File: config.mk
export PLATFORM = sky130hd
export DESIGN_NAME = clamped_line_rasterizer
export DESIGN_NICKNAME = d
export VERILOG_FILES = /design/src/rtl/core/clr_pkg.sv /design/src/rtl/core/clr_front.sv /design/src/rtl/core/clr_fifo.sv /design/src/rtl/core/clr_back.sv /design/src/rtl/core/clamped_line_rasterizer.sv
export SDC_FILE = /design/constraint.sdc
export NUM_CORES = 1
export LEC_CHECK = 0
export ABC_AREA = 1
export BUFFER_PORTS_ARGS = -buffer_cell sky130_fd_sc_hd__buf_4
export CORE_UTILIZATION = 63
export CTS_CLUSTER_SIZE = 25
export DETAILED_ROUTE_END_ITERATION = 6
export PLACE_DENSITY = 0.95
export SETUP_SLACK_MARGIN = 0.3
export SYNTH_ARGS = -nofsm -noshare
export SYNTH_HDL_FRONTEND = slang
export SYNTH_SLANG_ARGS = --single-unit
File: constraint.sdc
create_clock -name clk -period 6.85 [get_ports clk]
set_input_delay 1.37 -clock clk [delete_from_list [all_inputs] [get_ports clk]]
set_output_delay 1.37 -clock clk [all_outputs]
set_load 0.1 [all_outputs]
File: src/rtl/core/clr_pkg.sv
`timescale 1ns / 1ps

package clr_pkg;

    localparam int MAX_DIM_DEF = 64;
    localparam int IN_W        = 16;
    localparam int COORD_W     = 6;
    localparam int DIM_W       = 7;
    localparam int COLOR_W     = 32;
    localparam int ERR_W       = 9;
    localparam int CFG_IDX_W   = 2;
    localparam int QDEPTH      = 2;

    localparam logic [DIM_W-1:0]   DIM_RESET   = 7'd64;
    localparam logic [COLOR_W-1:0] COLOR_RESET = 32'hFFFF_FFFF;

    typedef enum logic [CFG_IDX_W-1:0] {
        CFG_WIDTH  = 2'd0,
        CFG_HEIGHT = 2'd1,
        CFG_COLOR  = 2'd2
    } cfg_reg_t;

    // Clamped endpoints plus the Bresenham setup for one line.
    typedef struct packed {
        logic [COORD_W-1:0] x0;
        logic [COORD_W-1:0] y0;
        logic [COORD_W-1:0] x1;
        logic [COORD_W-1:0] y1;
        logic [COORD_W-1:0] dx;
        logic [COORD_W-1:0] ady;
        logic               sx_neg;
        logic               sy_neg;
    } line_setup_t;

endpackage

File: src/rtl/core/clr_front.sv
`timescale 1ns / 1ps

module clr_front #(
    parameter int MAX_DIM = clr_pkg::MAX_DIM_DEF
) (
    input  logic                             in_valid,
    output logic                             in_stall,
    input  logic signed [clr_pkg::IN_W-1:0]  start_x,
    input  logic signed [clr_pkg::IN_W-1:0]  start_y,
    input  logic signed [clr_pkg::IN_W-1:0]  end_x,
    input  logic signed [clr_pkg::IN_W-1:0]  end_y,
    input  logic [clr_pkg::DIM_W-1:0]        canvas_width,
    input  logic [clr_pkg::DIM_W-1:0]        canvas_height,
    input  logic                             q_full,
    output logic                             q_push,
    output clr_pkg::line_setup_t             q_data
);

    localparam logic [clr_pkg::DIM_W-1:0] MAXD = clr_pkg::DIM_W'(MAX_DIM);

    logic [clr_pkg::COORD_W-1:0] hi_x;
    logic [clr_pkg::COORD_W-1:0] hi_y;
    logic [clr_pkg::COORD_W-1:0] cx0, cy0, cx1, cy1;

    // Largest legal coordinate for a canvas dimension; zero acts as one.
    function automatic logic [clr_pkg::COORD_W-1:0] top_coord(
        input logic [clr_pkg::DIM_W-1:0] d
    );
        logic [clr_pkg::DIM_W-1:0] t;
        begin
            if (d == '0)
            begin
                t = '0;
            end
            else if (d > MAXD)
            begin
                t = MAXD - clr_pkg::DIM_W'(1);
            end
            else
            begin
                t = d - clr_pkg::DIM_W'(1);
            end
            top_coord = t[clr_pkg::COORD_W-1:0];
        end
    endfunction

    function automatic logic [clr_pkg::COORD_W-1:0] clamp(
        input logic signed [clr_pkg::IN_W-1:0] v,
        input logic [clr_pkg::COORD_W-1:0]     hi
    );
        logic [clr_pkg::COORD_W-1:0] r;
        begin
            if (v[clr_pkg::IN_W-1])
            begin
                r = '0;
            end
            else if (v > $signed({{(clr_pkg::IN_W-clr_pkg::COORD_W){1'b0}}, hi}))
            begin
                r = hi;
            end
            else
            begin
                r = v[clr_pkg::COORD_W-1:0];
            end
            clamp = r;
        end
    endfunction

    assign hi_x = top_coord(canvas_width);
    assign hi_y = top_coord(canvas_height);

    assign cx0 = clamp(start_x, hi_x);
    assign cy0 = clamp(start_y, hi_y);
    assign cx1 = clamp(end_x, hi_x);
    assign cy1 = clamp(end_y, hi_y);

    always_comb
    begin
        q_data.x0     = cx0;
        q_data.y0     = cy0;
        q_data.x1     = cx1;
        q_data.y1     = cy1;
        q_data.sx_neg = !(cx1 > cx0);
        q_data.sy_neg = !(cy1 > cy0);
        q_data.dx     = (cx1 > cx0) ? (cx1 - cx0) : (cx0 - cx1);
        q_data.ady    = (cy1 > cy0) ? (cy1 - cy0) : (cy0 - cy1);
    end

    // Hold the request while the queue has no room.
    assign in_stall = q_full;
    assign q_push   = in_valid && !q_full;

endmodule

File: src/rtl/core/clr_fifo.sv
`timescale 1ns / 1ps

module clr_fifo (
    input  logic                 clk,
    input  logic                 rst_n,
    input  logic                 push,
    input  clr_pkg::line_setup_t push_data,
    input  logic                 pop,
    output clr_pkg::line_setup_t pop_data,
    output logic                 full,
    output logic                 empty
);

    localparam int PTR_W = (clr_pkg::QDEPTH > 1) ? $clog2(clr_pkg::QDEPTH) : 1;
    localparam int CNT_W = $clog2(clr_pkg::QDEPTH + 1);
    localparam logic [PTR_W-1:0] LAST_PTR = PTR_W'(clr_pkg::QDEPTH - 1);
    localparam logic [CNT_W-1:0] DEPTH_CNT = CNT_W'(clr_pkg::QDEPTH);

    clr_pkg::line_setup_t mem_reg [clr_pkg::QDEPTH];

    logic [PTR_W-1:0] wr_ptr_reg, wr_ptr_next;
    logic [PTR_W-1:0] rd_ptr_reg, rd_ptr_next;
    logic [CNT_W-1:0] cnt_reg, cnt_next;

    assign full     = (cnt_reg == DEPTH_CNT);
    assign empty    = (cnt_reg == '0);
    assign pop_data = mem_reg[rd_ptr_reg];

    always_comb
    begin
        wr_ptr_next = wr_ptr_reg;
        rd_ptr_next = rd_ptr_reg;
        cnt_next    = cnt_reg;
        if (push)
        begin
            wr_ptr_next = (wr_ptr_reg == LAST_PTR) ? '0 : wr_ptr_reg + PTR_W'(1);
        end
        if (pop)
        begin
            rd_ptr_next = (rd_ptr_reg == LAST_PTR) ? '0 : rd_ptr_reg + PTR_W'(1);
        end
        if (push && !pop)
        begin
            cnt_next = cnt_reg + CNT_W'(1);
        end
        else if (pop && !push)
        begin
            cnt_next = cnt_reg - CNT_W'(1);
        end
    end

    always_ff @(posedge clk or negedge rst_n)
    begin
        if (!rst_n)
        begin
            wr_ptr_reg <= '0;
            rd_ptr_reg <= '0;
            cnt_reg    <= '0;
        end
        else
        begin
            wr_ptr_reg <= wr_ptr_next;
            rd_ptr_reg <= rd_ptr_next;
            cnt_reg    <= cnt_next;
        end
    end

    always_ff @(posedge clk)
    begin
        if (push)
        begin
            mem_reg[wr_ptr_reg] <= push_data;
        end
    end

    a_no_overflow: assert property (@(posedge clk) disable iff (!rst_n)
        !(push && full))
        else $error("queue written while full");

    a_no_underflow: assert property (@(posedge clk) disable iff (!rst_n)
        !(pop && empty))
        else $error("queue read while empty");

    a_count_bound: assert property (@(posedge clk) disable iff (!rst_n)
        cnt_reg <= DEPTH_CNT)
        else $error("queue count beyond depth");

endmodule

File: src/rtl/core/clr_back.sv
`timescale 1ns / 1ps

module clr_back #(
    parameter int MAX_DIM = clr_pkg::MAX_DIM_DEF
) (
    input  logic                               clk,
    input  logic                               rst_n,
    input  logic                               q_empty,
    input  clr_pkg::line_setup_t               q_data,
    output logic                               q_pop,
    input  logic [clr_pkg::COLOR_W-1:0]        draw_color,
    output logic                               out_valid,
    input  logic                               out_stall,
    output logic [clr_pkg::COORD_W-1:0]        pixel_x,
    output logic [clr_pkg::COORD_W-1:0]        pixel_y,
    output logic [clr_pkg::COLOR_W-1:0]        pixel_color,
    output logic                               last_pixel
);

    localparam int CNT_W = $clog2(MAX_DIM);
    localparam logic [CNT_W-1:0] CNT_CAP = CNT_W'(MAX_DIM - 1);
    localparam int EXT_W = clr_pkg::ERR_W - clr_pkg::COORD_W;
    localparam int CW    = clr_pkg::COORD_W;
    localparam int EW    = clr_pkg::ERR_W;

    logic                busy_reg, busy_next;
    logic [CW-1:0]       x_reg, x_next;
    logic [CW-1:0]       y_reg, y_next;
    logic [CW-1:0]       x1_reg, x1_next;
    logic [CW-1:0]       y1_reg, y1_next;
    logic [CW-1:0]       dx_reg, dx_next;
    logic [CW-1:0]       ady_reg, ady_next;
    logic                sx_neg_reg, sx_neg_next;
    logic                sy_neg_reg, sy_neg_next;
    logic signed [EW-1:0] err_reg, err_next;
    logic [CNT_W-1:0]    cnt_reg, cnt_next;

    logic                out_valid_reg, out_valid_next;
    logic [CW-1:0]       pixel_x_reg, pixel_x_next;
    logic [CW-1:0]       pixel_y_reg, pixel_y_next;
    logic [clr_pkg::COLOR_W-1:0] pixel_color_reg, pixel_color_next;
    logic                last_pixel_reg, last_pixel_next;

    logic signed [EW-1:0] dx_s, dy_s;
    logic signed [EW:0]   e2, dx_w, dy_w;
    logic                 at_end, step_x, stop_x, step_y, stop_y, done, emit;

    assign dx_s = $signed({{EXT_W{1'b0}}, dx_reg});
    assign dy_s = -$signed({{EXT_W{1'b0}}, ady_reg});
    assign e2   = $signed({err_reg, 1'b0});
    assign dx_w = $signed({dx_s[EW-1], dx_s});
    assign dy_w = $signed({dy_s[EW-1], dy_s});

    // One Bresenham decision on the current pixel.
    assign at_end = (x_reg == x1_reg) && (y_reg == y1_reg);
    assign step_x = (e2 >= dy_w);
    assign stop_x = step_x && (x_reg == x1_reg);
    assign step_y = !stop_x && (e2 <= dx_w);
    assign stop_y = step_y && (y_reg == y1_reg);
    assign done   = at_end || stop_x || stop_y || (cnt_reg == CNT_CAP);

    assign emit  = busy_reg && (!out_valid_reg || !out_stall);
    assign q_pop = !busy_reg && !q_empty;

    always_comb
    begin
        busy_next        = busy_reg;
        x_next           = x_reg;
        y_next           = y_reg;
        x1_next          = x1_reg;
        y1_next          = y1_reg;
        dx_next          = dx_reg;
        ady_next         = ady_reg;
        sx_neg_next      = sx_neg_reg;
        sy_neg_next      = sy_neg_reg;
        err_next         = err_reg;
        cnt_next         = cnt_reg;
        out_valid_next   = out_valid_reg;
        pixel_x_next     = pixel_x_reg;
        pixel_y_next     = pixel_y_reg;
        pixel_color_next = pixel_color_reg;
        last_pixel_next  = last_pixel_reg;

        if (out_valid_reg && !out_stall)
        begin
            out_valid_next = 1'b0;
        end

        if (q_pop)
        begin
            busy_next   = 1'b1;
            x_next      = q_data.x0;
            y_next      = q_data.y0;
            x1_next     = q_data.x1;
            y1_next     = q_data.y1;
            dx_next     = q_data.dx;
            ady_next    = q_data.ady;
            sx_neg_next = q_data.sx_neg;
            sy_neg_next = q_data.sy_neg;
            err_next    = $signed({{EXT_W{1'b0}}, q_data.dx})
                        - $signed({{EXT_W{1'b0}}, q_data.ady});
            cnt_next    = '0;
        end
        else if (emit)
        begin
            out_valid_next   = 1'b1;
            pixel_x_next     = x_reg;
            pixel_y_next     = y_reg;
            pixel_color_next = draw_color;
            last_pixel_next  = done;
            if (done)
            begin
                busy_next = 1'b0;
            end
            else
            begin
                cnt_next = cnt_reg + CNT_W'(1);
                err_next = err_reg + (step_x ? dy_s : '0) + (step_y ? dx_s : '0);
                if (step_x)
                begin
                    x_next = sx_neg_reg ? x_reg - CW'(1) : x_reg + CW'(1);
                end
                if (step_y)
                begin
                    y_next = sy_neg_reg ? y_reg - CW'(1) : y_reg + CW'(1);
                end
            end
        end
    end

    always_ff @(posedge clk or negedge rst_n)
    begin
        if (!rst_n)
        begin
            busy_reg      <= 1'b0;
            out_valid_reg <= 1'b0;
        end
        else
        begin
            busy_reg      <= busy_next;
            out_valid_reg <= out_valid_next;
        end
    end

    always_ff @(posedge clk)
    begin
        x_reg           <= x_next;
        y_reg           <= y_next;
        x1_reg          <= x1_next;
        y1_reg          <= y1_next;
        dx_reg          <= dx_next;
        ady_reg         <= ady_next;
        sx_neg_reg      <= sx_neg_next;
        sy_neg_reg      <= sy_neg_next;
        err_reg         <= err_next;
        cnt_reg         <= cnt_next;
        pixel_x_reg     <= pixel_x_next;
        pixel_y_reg     <= pixel_y_next;
        pixel_color_reg <= pixel_color_next;
        last_pixel_reg  <= last_pixel_next;
    end

    assign out_valid   = out_valid_reg;
    assign pixel_x     = pixel_x_reg;
    assign pixel_y     = pixel_y_reg;
    assign pixel_color = pixel_color_reg;
    assign last_pixel  = last_pixel_reg;

    a_done_frees: assert property (@(posedge clk) disable iff (!rst_n)
        emit && done |=> !busy_reg && out_valid_reg && last_pixel_reg)
        else $error("final pixel did not end the line");

    a_count_advances: assert property (@(posedge clk) disable iff (!rst_n)
        emit && !done |=> busy_reg && (cnt_reg == $past(cnt_reg) + CNT_W'(1)))
        else $error("pixel count did not advance");

    a_cap: assert property (@(posedge clk) disable iff (!rst_n)
        busy_reg && (cnt_reg == CNT_CAP) |-> done)
        else $error("line ran past the pixel cap");

endmodule

File: src/rtl/core/clamped_line_rasterizer.sv
`timescale 1ns / 1ps

// Channel   Dir   Handshake              Payload
// -------   ---   ---------------------  --------------------------------------------
// in        in    in_valid / in_stall    start_x, start_y, end_x, end_y (s16)
// out       out   out_valid / out_stall  pixel_x, pixel_y (u6), pixel_color, last_pixel
// cfg       in    cfg_valid / cfg_ready  cfg_index (u2), cfg_data (u32)
//
// Each line leaves the queue and loads the stepper in clr_back, which then emits one pixel
// per cycle while out_stall is low; a new line is loaded only once the last one is done.
// Endpoints are clamped and set up in clr_front and wait in a two-entry queue.
// Reset (rst_n low, asynchronous) empties the queue, idles the stepper, drops any
// pending pixel and restores the canvas to 64 x 64 and the color to all ones.
// A held out_stall freezes output and stepper; requests enter until the queue fills.

module clamped_line_rasterizer #(
    parameter int MAX_DIM = clr_pkg::MAX_DIM_DEF
) (
    input  logic                                 clk,
    input  logic                                 rst_n,

    input  logic                                 in_valid,
    output logic                                 in_stall,
    input  logic signed [clr_pkg::IN_W-1:0]      start_x,
    input  logic signed [clr_pkg::IN_W-1:0]      start_y,
    input  logic signed [clr_pkg::IN_W-1:0]      end_x,
    input  logic signed [clr_pkg::IN_W-1:0]      end_y,

    output logic                                 out_valid,
    input  logic                                 out_stall,
    output logic [clr_pkg::COORD_W-1:0]          pixel_x,
    output logic [clr_pkg::COORD_W-1:0]          pixel_y,
    output logic [clr_pkg::COLOR_W-1:0]          pixel_color,
    output logic                                 last_pixel,

    input  logic                                 cfg_valid,
    output logic                                 cfg_ready,
    input  logic [clr_pkg::CFG_IDX_W-1:0]        cfg_index,
    input  logic [clr_pkg::COLOR_W-1:0]          cfg_data
);

    logic [clr_pkg::DIM_W-1:0]   canvas_width_reg, canvas_width_next;
    logic [clr_pkg::DIM_W-1:0]   canvas_height_reg, canvas_height_next;
    logic [clr_pkg::COLOR_W-1:0] draw_color_reg, draw_color_next;

    logic                 q_push, q_pop, q_full, q_empty;
    clr_pkg::line_setup_t q_wdata, q_rdata;

    // Register writes are always taken; an unknown index is dropped.
    assign cfg_ready = 1'b1;

    always_comb
    begin
        canvas_width_next  = canvas_width_reg;
        canvas_height_next = canvas_height_reg;
        draw_color_next    = draw_color_reg;
        if (cfg_valid && cfg_ready)
        begin
            case (clr_pkg::cfg_reg_t'(cfg_index))
                clr_pkg::CFG_WIDTH:  canvas_width_next  = cfg_data[clr_pkg::DIM_W-1:0];
                clr_pkg::CFG_HEIGHT: canvas_height_next = cfg_data[clr_pkg::DIM_W-1:0];
                clr_pkg::CFG_COLOR:  draw_color_next    = cfg_data;
                default:
                begin
                end
            endcase
        end
    end

    always_ff @(posedge clk or negedge rst_n)
    begin
        if (!rst_n)
        begin
            canvas_width_reg  <= clr_pkg::DIM_RESET;
            canvas_height_reg <= clr_pkg::DIM_RESET;
            draw_color_reg    <= clr_pkg::COLOR_RESET;
        end
        else
        begin
            canvas_width_reg  <= canvas_width_next;
            canvas_height_reg <= canvas_height_next;
            draw_color_reg    <= draw_color_next;
        end
    end

    // Front: clamp the endpoints and work out deltas and step directions.
    clr_front #(
        .MAX_DIM (MAX_DIM)
    ) u_front (
        .in_valid      (in_valid),
        .in_stall      (in_stall),
        .start_x       (start_x),
        .start_y       (start_y),
        .end_x         (end_x),
        .end_y         (end_y),
        .canvas_width  (canvas_width_reg),
        .canvas_height (canvas_height_reg),
        .q_full        (q_full),
        .q_push        (q_push),
        .q_data        (q_wdata)
    );

    // Queue: decouple the front from the stepper.
    clr_fifo u_fifo (
        .clk       (clk),
        .rst_n     (rst_n),
        .push      (q_push),
        .push_data (q_wdata),
        .pop       (q_pop),
        .pop_data  (q_rdata),
        .full      (q_full),
        .empty     (q_empty)
    );

    // Back: walk the line one pixel per cycle, while out_stall is low, into the output register.
    clr_back #(
        .MAX_DIM (MAX_DIM)
    ) u_back (
        .clk         (clk),
        .rst_n       (rst_n),
        .q_empty     (q_empty),
        .q_data      (q_rdata),
        .q_pop       (q_pop),
        .draw_color  (draw_color_reg),
        .out_valid   (out_valid),
        .out_stall   (out_stall),
        .pixel_x     (pixel_x),
        .pixel_y     (pixel_y),
        .pixel_color (pixel_color),
        .last_pixel  (last_pixel)
    );

endmodule
==> results of run 1 <==
[critical path, stage by stage (launching register included)]
cell and delay (ps):
edfxtp_1 430, inv_1 130, ha_1 170, nand2_1 90, nor2_1 90, inv_1 50
or2_1 250, nor2_1 220, ha_1 330, nand2_2 110, inv_1 50, a21oi_2 170
nand3_1 100, nand2_1 110, nand3_4 170, nand2_4 130, nand2_1 90, inv_1 160
nand2_1 110, fa_1 510, inv_1 40, ha_1 330, a21o_1 180, a31oi_1 320
o221ai_1 220, nand3b_1 210, nand3_1 80, nand2_1 70
[metrics by stage]
step	setup slack, ps	cell area, um^2	instances	util [%]
after floorplan	2464	12250	1193	-
after global placement	2205	13680	1586	72.38
after detailed placement	1827	13680	1586	72.38
after CTS	1747	14470	1627	76.60
after global routing	1282	14470	1627	76.60
final	1660	14470	1627	76.60
[layout make-up]
cell class,count,area (um^2)
flip-flops and latches,226,6509
multi-input cells,782,5070
fillers,1031,4420
repair buffers,154,1156
inverters,164,615.6
clock buffers,28,614.3
well taps,260,325.3
clock inverters,13,182.7
[worst max-delay path by stage]
stage | from | to
floorplan | u_back.ady_reg[0] | u_back.err_reg[7]
global placement | u_back.ady_reg[0] | u_back.err_reg[7]
detailed placement | u_back.ady_reg[0] | u_back.err_reg[7]
CTS | u_back.ady_reg[0] | u_back.err_reg[7]
global route | u_back.ady_reg[0] | u_back.err_reg[7]
finish | u_back.ady_reg[0] | u_back.err_reg[8]
[metal layers]
layer  up-vias  track usage, %  routed length [um]
met4         0           19.35                1956
li1       4334               -                   -
met5         -               0                   0
met1      4631           39.57               11570
met3       177           4.826                2609
met2       689           58.62               16220
[synth_stat cells (4+ instances only)]
cell	count
ha_1	89
mux2i_1	6
dfxtp_1	6
clkbuf_1	15
nand4_1	13
xnor2_1	15
edfxtp_1	168
or2_0	13
or2_2	13
a21oi_1	50
o221ai_1	5
nand2_2	5
or2_1	4
nand3_1	45
inv_1	161
nand2_1	249
fa_1	14
o21ai_0	55
xor2_1	33
nor3_1	6
dfstp_2	34
dfrtp_1	18
o211ai_1	6
nor2_1	67
nor4_1	9
nand3_2	4
nand3b_1	9
a31oi_1	8
o21a_1	5
o21ai_1	9
mux2_2	27
[power by group]
| part | switching (W) | internal, W | leakage (nW) | total [W] |
|---|---|---|---|---|
| clock network | 0.000529 | 0.000794 | 0.386 | 0.00132 |
| logic | 0.00239 | 0.00105 | 3.98 | 0.00343 |
| registers | 0.000247 | 0.00213 | 2.22 | 0.00237 |
[cell usage in the layout (no fill, tap or decap), drive strengths merged]
cell and count:
xor2 33, nand4 15, nor4 9, inv 165, nor2 69, a21oi 54
dfrtp 18, a21o 1, buf 154, xnor2 15, dfstp 34, clkinvlp 2
o21bai 1, mux2i 6, o21a 5, nand2 255, clkinv 6, a211oi 3
a31oi 8, o211ai 6, o31ai 2, or2 30, nor3 7, mux2 27
edfxtp 168, nand3b 9, conb 1, nand3 50, and2 2, bufinv 4
fa 14, o21ai 64, clkbuf 28, o22ai 2, ha 89, dfxtp 6
o221ai 5
[cells by family after synthesis]
group / Yosys count / share of synthesized area [%]
adder cells (fa/ha/maj): 103 / 11.38
XOR/XNOR: 48 / 3.432
AO/OA/AOI/OAI: 151 / 6.976
flip-flops: 226 / 53.13
multiplexers: 33 / 2.972
AND/OR/NAND/NOR: 446 / 16.35
other: 1 / 0.03061
buffers and inverters: 185 / 5.730
==> reports/results.ini, run 1 <==
[outcome]
status=finished with violations
violations=DRC

[route]
vias_per_cell=6.042
vias=9831
ant_nets=0
drc_errors=15
dr.pass1.iters=7
wirelength_um=32350
drtIter0Drc=1151
wl_per_cell_um=19.88

[final_layout]
n_antenna_cell=0
drive_above_1_share_pct=21.21
layout.nets=1557
syn2layout_area_growth_pct=18.14
largest_register_ffs=76

[setup_path]
arrival_ps=5440
critPathKind=reg -> reg
worstPathMaxFanout=10
rr_endpoint=u_back.err_reg[8]
timing.rr.start=u_back.ady_reg[0]
cp-start-kind=flop
cp-end-kind=flop
ff2ff_setup_slack_ps=1660
r2r_cells=27
required_ps=7100

[min_path]
whs_path_depth=2
hold_end=u_back.cnt_reg[3]
hp-start=u_back.cnt_reg[3]
hold_path_class=reg -> reg

[yosys]
synth.area.top_cells=edfxtp_1 (41%), ha_1 (9.1%), nand2_1 (7.6%)
ys_warn_count=0
synth.avg_cell_area_um2=10.27
yosysTopAreaCell=edfxtp_1
ys_ff_latch=226
synthDistinctLibCells=50
synthDominantCellAreaShare_pct=41.18
syn-num-nets=1399
yosysSeqAreaShare_pct=53.13
synthFlopType=edfxtp_1
synth_edf_count=168
synth_area_um2=12250
syn_inst=1193
ys_async_sr_fraction_pct=23.01

[timing]
fin_crit_ps=5190
setup-violations-final=0
finClkSkew_ps=17.39
tightest_slew_ps=1247
hold_viol_final=0
post-route-period-util_pct=75.76
setup-tns-final_ps=0
whs_ps=480.3
final_max_slew_viol_count=0
relSlewSlack_pct=15.99
rsz0062_at_grt=no
fmax_mhz=192.7

[place]
dp_hpwl_um=21630
port_buffers=149
place.gp.congestion=0.9882

[cts]
post_cts_buffers=0
ctsRootBufferMaster=clkbuf_16
cts_hold_buf=0
cts.sinks=226
htreeDepth=1
clock_path_buffers=3
clk_pin_slew_ps=70
cts_tree=built
insertion_delay_ps=510
cts_resized=0
cts_buffers=23

[global_route]
grt_pass1_wl_um=51470
antenna_found_initial=0
grt-ovfl-total=0
grt_max_degree=63
grt_usage_pct=33.45
grt_pass1_vias=9992

[power_and_ir_drop]
ir_drop_uv=284.6
p_total_w=0.007130
p_leak_nw=6.584
p_per_area_nw_per_um2=492.7

[floorplanning]
ios=151
row_count=50
start_util_pct=64.84
die_w_um=141.4
dieArea_um2=20010
coreArea_um2=18890
fp.dieH_um=141.4

[flow_run]
drv_cap=0

Note: power is estimated with default switching activity, not from simulation.
==> inputs of run 2 (changes only) <==
--- a/config.mk
+++ b/config.mk
@@ -5,12 +5,12 @@
 export SDC_FILE = /design/constraint.sdc
 export NUM_CORES = 1
 export LEC_CHECK = 0
-export ABC_AREA = 1
+export ABC_AREA = 0
 export BUFFER_PORTS_ARGS = -buffer_cell sky130_fd_sc_hd__buf_4
-export CORE_UTILIZATION = 63
+export CORE_UTILIZATION = 53
 export CTS_CLUSTER_SIZE = 25
 export DETAILED_ROUTE_END_ITERATION = 6
-export PLACE_DENSITY = 0.95
+export PLACE_DENSITY = 0.87
 export SETUP_SLACK_MARGIN = 0.3
 export SYNTH_ARGS = -nofsm -noshare
 export SYNTH_HDL_FRONTEND = slang
==> constraint.sdc (replaced) <==
create_clock -name clk -period 4.35 [get_ports clk]
set_input_delay 0.87 -clock clk [delete_from_list [all_inputs] [get_ports clk]]
set_output_delay 0.87 -clock clk [all_outputs]
set_load 0.1 [all_outputs]
==> reports/results.ini, run 2 <==
[setup_path]
cp-start-kind=flop
slowest_delay_ps=410
cp_num_buf_inv=3
r2r_cells=25
critPathKind=reg -> reg
cp-end-kind=flop
crit_slowest_cell=dfrtp_1
worstPathMaxFanout=4
required_ps=4600
cpMostUsedCell=ha_4
ff2ff_setup_slack_ps=-400
rr_endpoint=u_fifo.mem_reg[1][13]
arrival_ps=5010
critPathTopFamily=simple AND/OR/NAND/NOR gates
timing.rr.start=canvas_width_reg[0]

[yosys]
syn_inst=967
synthDominantCellAreaShare_pct=41.68
synth_edf_count=168
yosysTopAreaCell=edfxtp_1
ys_async_sr_fraction_pct=23.01
synth_top_family_by_area=adder cells
synth_compound_area_share_pct=7.971
synthXorXnorAreaFrac_pct=3.949
synth_top_cells_by_count=edfxtp_1 (168), ha_1 (89), inv_1 (79), mux2_2 (65), nor2_1 (62)
synthFlopType=edfxtp_1
synthMuxAreaShare_pct=10.10
synthDistinctLibCells=65
synth_adder_area_share_pct=11.60
ys_ff_latch=226
synth.area.top_cells=edfxtp_1 (42%), ha_1 (9.2%), dfstp_2 (7.4%)
ys_warn_count=0
synth_simple_gate_area_share_pct=9.377
synth.avg_cell_area_um2=12.52
synth_area_um2=12100
yosysSeqAreaShare_pct=53.78
yosysMostFrequentCell=edfxtp_1
syn-num-nets=1173

[final_layout]
drive_above_1_share_pct=46.51
final_util_pct=73.51
largest_register_ffs=76
fillerInstances=1276
syn2layout_area_growth_pct=34.19
final_common_cell=buf_4
final_cell_area_um2=16240
layout.nets=1476
n_antenna_cell=0
final_cell_mix=buf_4 (283), edfxtp_1 (168), ha_1 (67)

[floorplanning]
coreArea_um2=22090
row_count=54
ios=151
die_w_um=153.1
start_util_pct=54.78
dieArea_um2=23440
fp.dieH_um=153.1

[route]
wl_per_cell_um=18.33
wirelength_um=28740
drc_errors=0
ant_nets=0
dr.pass1.iters=5
vias_per_cell=5.576
vias=8743
drtIter0Drc=473

[outcome]
violations=setup timing
status=finished with violations

[power_and_ir_drop]
power.share.sequential_pct=30.6
pwr-share-comb_pct=53.4
p_sw_w=0.004923
power_frac_clock_pct=16.0
ir_drop_uv=493.5
p_int_w=0.007421
p_sw_share_pct=39.88
p_per_area_nw_per_um2=760.1
p_leak_nw=6.832

[timing]
post-route-period-util_pct=109.2
setup-violations-final=28
fmax_mhz=210.4
relSlewSlack_pct=23.03
hold_viol_final=0
final_max_slew_viol_count=0
fin_crit_ps=4752
rsz0062_at_grt=yes
tightest_slew_ps=1152
finClkSkew_ps=24.38
finalWorstSetupSlack_ps=-402.2

[place]
place.gp.congestion=0.8915
port_buffers=149
dpl-instance-area_um2=14550
dp_hpwl_um=19290

[global_route]
grt_usage_pct=23.30
grtUsageMet3_pct=4.707
use_met2_pct=42.05
grt_pass1_vias=9128
grt-ovfl-total=0
busiest_layer=met2
grt_pass1_wl_um=44260
antenna_found_initial=0
grt_max_degree=53
use_met1_pct=27.36

[cts]
cts.sinks=226
ctsRootBufferMaster=clkbuf_16
insertion_delay_ps=540
cts_buffers=24
clock_path_buffers=3
htreeDepth=1
cts_hold_buf=0
clk_pin_slew_ps=60
cts_tree=built

[min_path]
hold_path_class=in -> async

[flow_run]
drv_cap=0

==> run 2: cell types whose count changed after synthesis, sizes merged, moves of 11 or more <==
cell    before  now
xor2        33   22
nor2b        0   13
mux2i        6   49
nor3         7   18
a21o         1   13
nand3       50    8
nand2b       0   13
o21ai       64   28
inv        164   79
nand2      255   43
mux2        27   65
xnor2       15   30
==> run 2: worst max-delay path by stage <==
stage	cells after the start	slack [ps]	to	startpoint
final	25	-400	u_fifo.mem_reg[1][13]	canvas_width_reg[0]
after floorplan	25	-430	u_fifo.mem_reg[0][7]	canvas_height_reg[0]
after CTS	25	-410	u_fifo.mem_reg[1][7]	canvas_height_reg[0]
after detailed placement	23	-510	u_fifo.mem_reg[0][7]	canvas_height_reg[1]
after global routing	24	-720	u_fifo.mem_reg[1][7]	canvas_height_reg[0]
after global placement	23	-380	u_fifo.mem_reg[1][7]	canvas_height_reg[0]
==> run 2: per-stage QoR <==
step | total power [W] | setup TNS [ps] | hold slack [ps] | cells | setup slack, ps
6_report | 0.01234 | -6659 | 388.7 | 1568 | -402.2
5_1_grt | 0.01304 | -13720 | 441.4 | 1568 | -724.0
4_1_cts | 0.01185 | -4354 | 406.7 | 1553 | -406.0
3_5_place_dp | 0.009341 | -6519 | 481.1 | 1484 | -509.5
3_3_place_gp | 0.009094 | -3718 | 459.6 | 1484 | -375.2
2_1_floorplan | 0.007714 | -2447 | 445.7 | 967 | -431.4
==> run 2: cell type report <==
cell class	instances	area, um^2	share of cell area (%)
Clock buffer	32	660.6	4.068
Clock inverter	12	106.4	0.6549
Inverter	79	296.5	1.826
Timing Repair Buffer	299	2313	14.24
Tap cell	280	350.3	2.157
Multi-Input combinational cell	640	6005	36.97
Sequential cell	226	6509	40.08
==> run 2: logic make-up (layout without fill, tap and decap cells) <==
| group | count (synthesis) | after routing |
|---|---|---|
| AO/OA/AOI/OAI | 146 | 146 |
| XOR/XNOR | 53 | 53 |
| adder cells (fa/ha/maj) | 104 | 104 |
| buffers and inverters | 101 | 422 |
| flip-flops | 226 | 226 |
| multiplexers | 114 | 114 |
| other | 1 | 1 |
| AND/OR/NAND/NOR | 222 | 222 |
==> run 2: per-layer routing <==
layer  vias to the layer above  share of wire [%]  wire [um]
met5                         -                  0          0
met4                         0                2.7        782
met3                        58                5.7       1652
met2                       272                 52      14950
met1                      4313                 40      11360
li1                       4100                  -          -
==> run 2: timing repair <==
item | in CTS | in global routing
setup endpoints to repair | 31 | 31
pin swaps | 57 | 31
resized for setup | 77 | 57
setup buffers | 25 | 15
==> run 2: power groups by stage <==
stage	combinational (W)	sequential [W]	clock (W)
floorplan	0.00326	0.00445	0
global placement	0.00534	0.00375	0
detailed placement	0.00555	0.00379	0
CTS	0.00609	0.00376	0.00200
global route	0.00712	0.00383	0.00208
finish	0.00660	0.00377	0.00198
==> inputs of run 3 (changes only) <==
--- a/config.mk
+++ b/config.mk
@@ -5,9 +5,11 @@
 export SDC_FILE = /design/constraint.sdc
 export NUM_CORES = 1
 export LEC_CHECK = 0
-export ABC_AREA = 0
+export ABC_AREA = 1
 export BUFFER_PORTS_ARGS = -buffer_cell sky130_fd_sc_hd__buf_4
-export CORE_UTILIZATION = 53
+export CELL_PAD_IN_SITES_DETAIL_PLACEMENT = 0
+export CELL_PAD_IN_SITES_GLOBAL_PLACEMENT = 1
+export CORE_UTILIZATION = 42
 export CTS_CLUSTER_SIZE = 25
 export DETAILED_ROUTE_END_ITERATION = 6
 export PLACE_DENSITY = 0.87
==> reports/results.ini, run 3 (synthesis gave the netlist of run 1 again) <==
[outcome]
status=complete, no violations

[timing]
whs_ps=414.7
relSlewSlack_pct=24.46
setup-violations-final=0
tightest_slew_ps=1130
hold_viol_final=0
rsz0062_at_grt=yes
fin_crit_ps=4311
post-route-period-util_pct=99.11
finClkSkew_ps=16.30
fmax_mhz=231.9
final_max_slew_viol_count=0

[setup_path]
worstPathMaxFanout=4
cp-end-kind=flop
timing.rr.start=u_back.ady_reg[0]
r2r_cells=31
required_ps=4590
ff2ff_setup_slack_ps=40
slowest_delay_ps=430
rr_endpoint=u_back.err_reg[7]
critPathKind=reg -> reg
cp-start-kind=flop
arrival_ps=4550
crit_slowest_cell=fa_1

[final_layout]
final_cell_mix=buf_4 (237), nand2_1 (230), edfxtp_1 (168)
final_util_pct=55.98
final_cell_area_um2=16070
final_common_cell=buf_4
fillerInstances=2416
largest_register_ffs=76
n_antenna_cell=0
layout.nets=1651
final_cell_count_no_fill=1847
syn2layout_area_growth_pct=31.15
drive_above_1_share_pct=35.06

[route]
drtIter0Drc=607
drc_errors=0
dr.pass1.iters=5
wl_per_cell_um=14.94
wirelength_um=27590
vias=9112
vias_per_cell=4.933
ant_nets=0

[floorplanning]
coreArea_um2=28700
die_w_um=172.8
fp.dieH_um=172.8
start_util_pct=42.68
dieArea_um2=29850
row_count=62
ios=151

[global_route]
grt_usage_pct=18.52
grt_pass1_wl_um=45310
antenna_found_initial=0
grt_pass1_vias=9093
grt_max_degree=62
grt-ovfl-total=0

[place]
dp_hpwl_um=19690
dpl-instance-area_um2=14080
placedCellCount=1738
place.gp.congestion=0.8549
port_buffers=149

[cts]
clk_pin_slew_ps=60
cts_hold_buf=0
cts_tree=built
insertion_delay_ps=510
ctsRootBufferMaster=clkbuf_16
cts.sinks=226
htreeDepth=1
clock_path_buffers=3
cts_buffers=24

[flow_run]
drv_cap=0

[power_and_ir_drop]
p_total_w=0.01174
ir_drop_uv=432.0
p_leak_nw=7.086
p_per_area_nw_per_um2=730.6

[min_path]
hold_path_class=in -> async

-- run 3: per-stage QoR --
stage,setup TNS [ps],setup WS (ps)
after floorplan,0,117.1
after global placement,0,10.80
after detailed placement,-959.0,-108.7
after CTS,0,56.45
after global routing,-619.5,-200.6
final,0,38.52
-- run 3: area by class of cell --
class	instances	area, um^2	area share, %
well taps	384	480.5	2.990
flip-flops and latches	226	6509	40.51
multi-input cells	782	5801	36.10
inverters	164	625.6	3.894
clock inverters	10	80.08	0.4984
clock buffers	34	679.4	4.229
repair buffers	246	1884	11.73
repair inverters	1	7.507	0.04673
-- run 3: layer usage --
metal	track usage, %	routed length (um)	vias up
li1	-	-	4535
met4	4.978	585	0
met3	2.924	1087	41
met1	24.58	12350	4336
met2	31.50	13560	200
met5	0	0	-
-- run 3: timing repair --
item | 4_1_cts | 5_1_grt
pin swaps | 57 | 54
cloned | 1 | 0
hold endpoints to repair | 0 | 0
setup buffers | 46 | 18
resized for setup | 92 | 75
setup endpoints to repair | 29 | 31
-- run 3: how the worst max path moves through the flow --
stage                          from              endpoint  slack [ps]  cells past startpoint
2_1_floorplan     u_back.ady_reg[0]     u_back.err_reg[7]         120                     31
4_1_cts           u_back.ady_reg[1]     u_back.err_reg[7]          60                     31
3_3_place_gp      u_back.ady_reg[0]     u_back.err_reg[7]          10                     31
5_1_grt           u_back.ady_reg[0]     u_back.err_reg[7]        -200                     31
6_report          u_back.ady_reg[0]     u_back.err_reg[7]          40                     31
3_5_place_dp   canvas_height_reg[0]  u_fifo.mem_reg[1][5]        -110                     25
-- run 3: power breakdown --
part           switching [W]  internal [W]
sequential          0.000355       0.00334
clock               0.000805       0.00115
combinational        0.00383       0.00225
-- run 3: critical path, delay by kind of cell, from the launching register on --
family	cells	cell delay, ps
flops	1	400
compound gates	4	340
fa+ha+maj	5	1340
simple gates	15	1430
buf+inv	6	380
xor+xnor	1	140
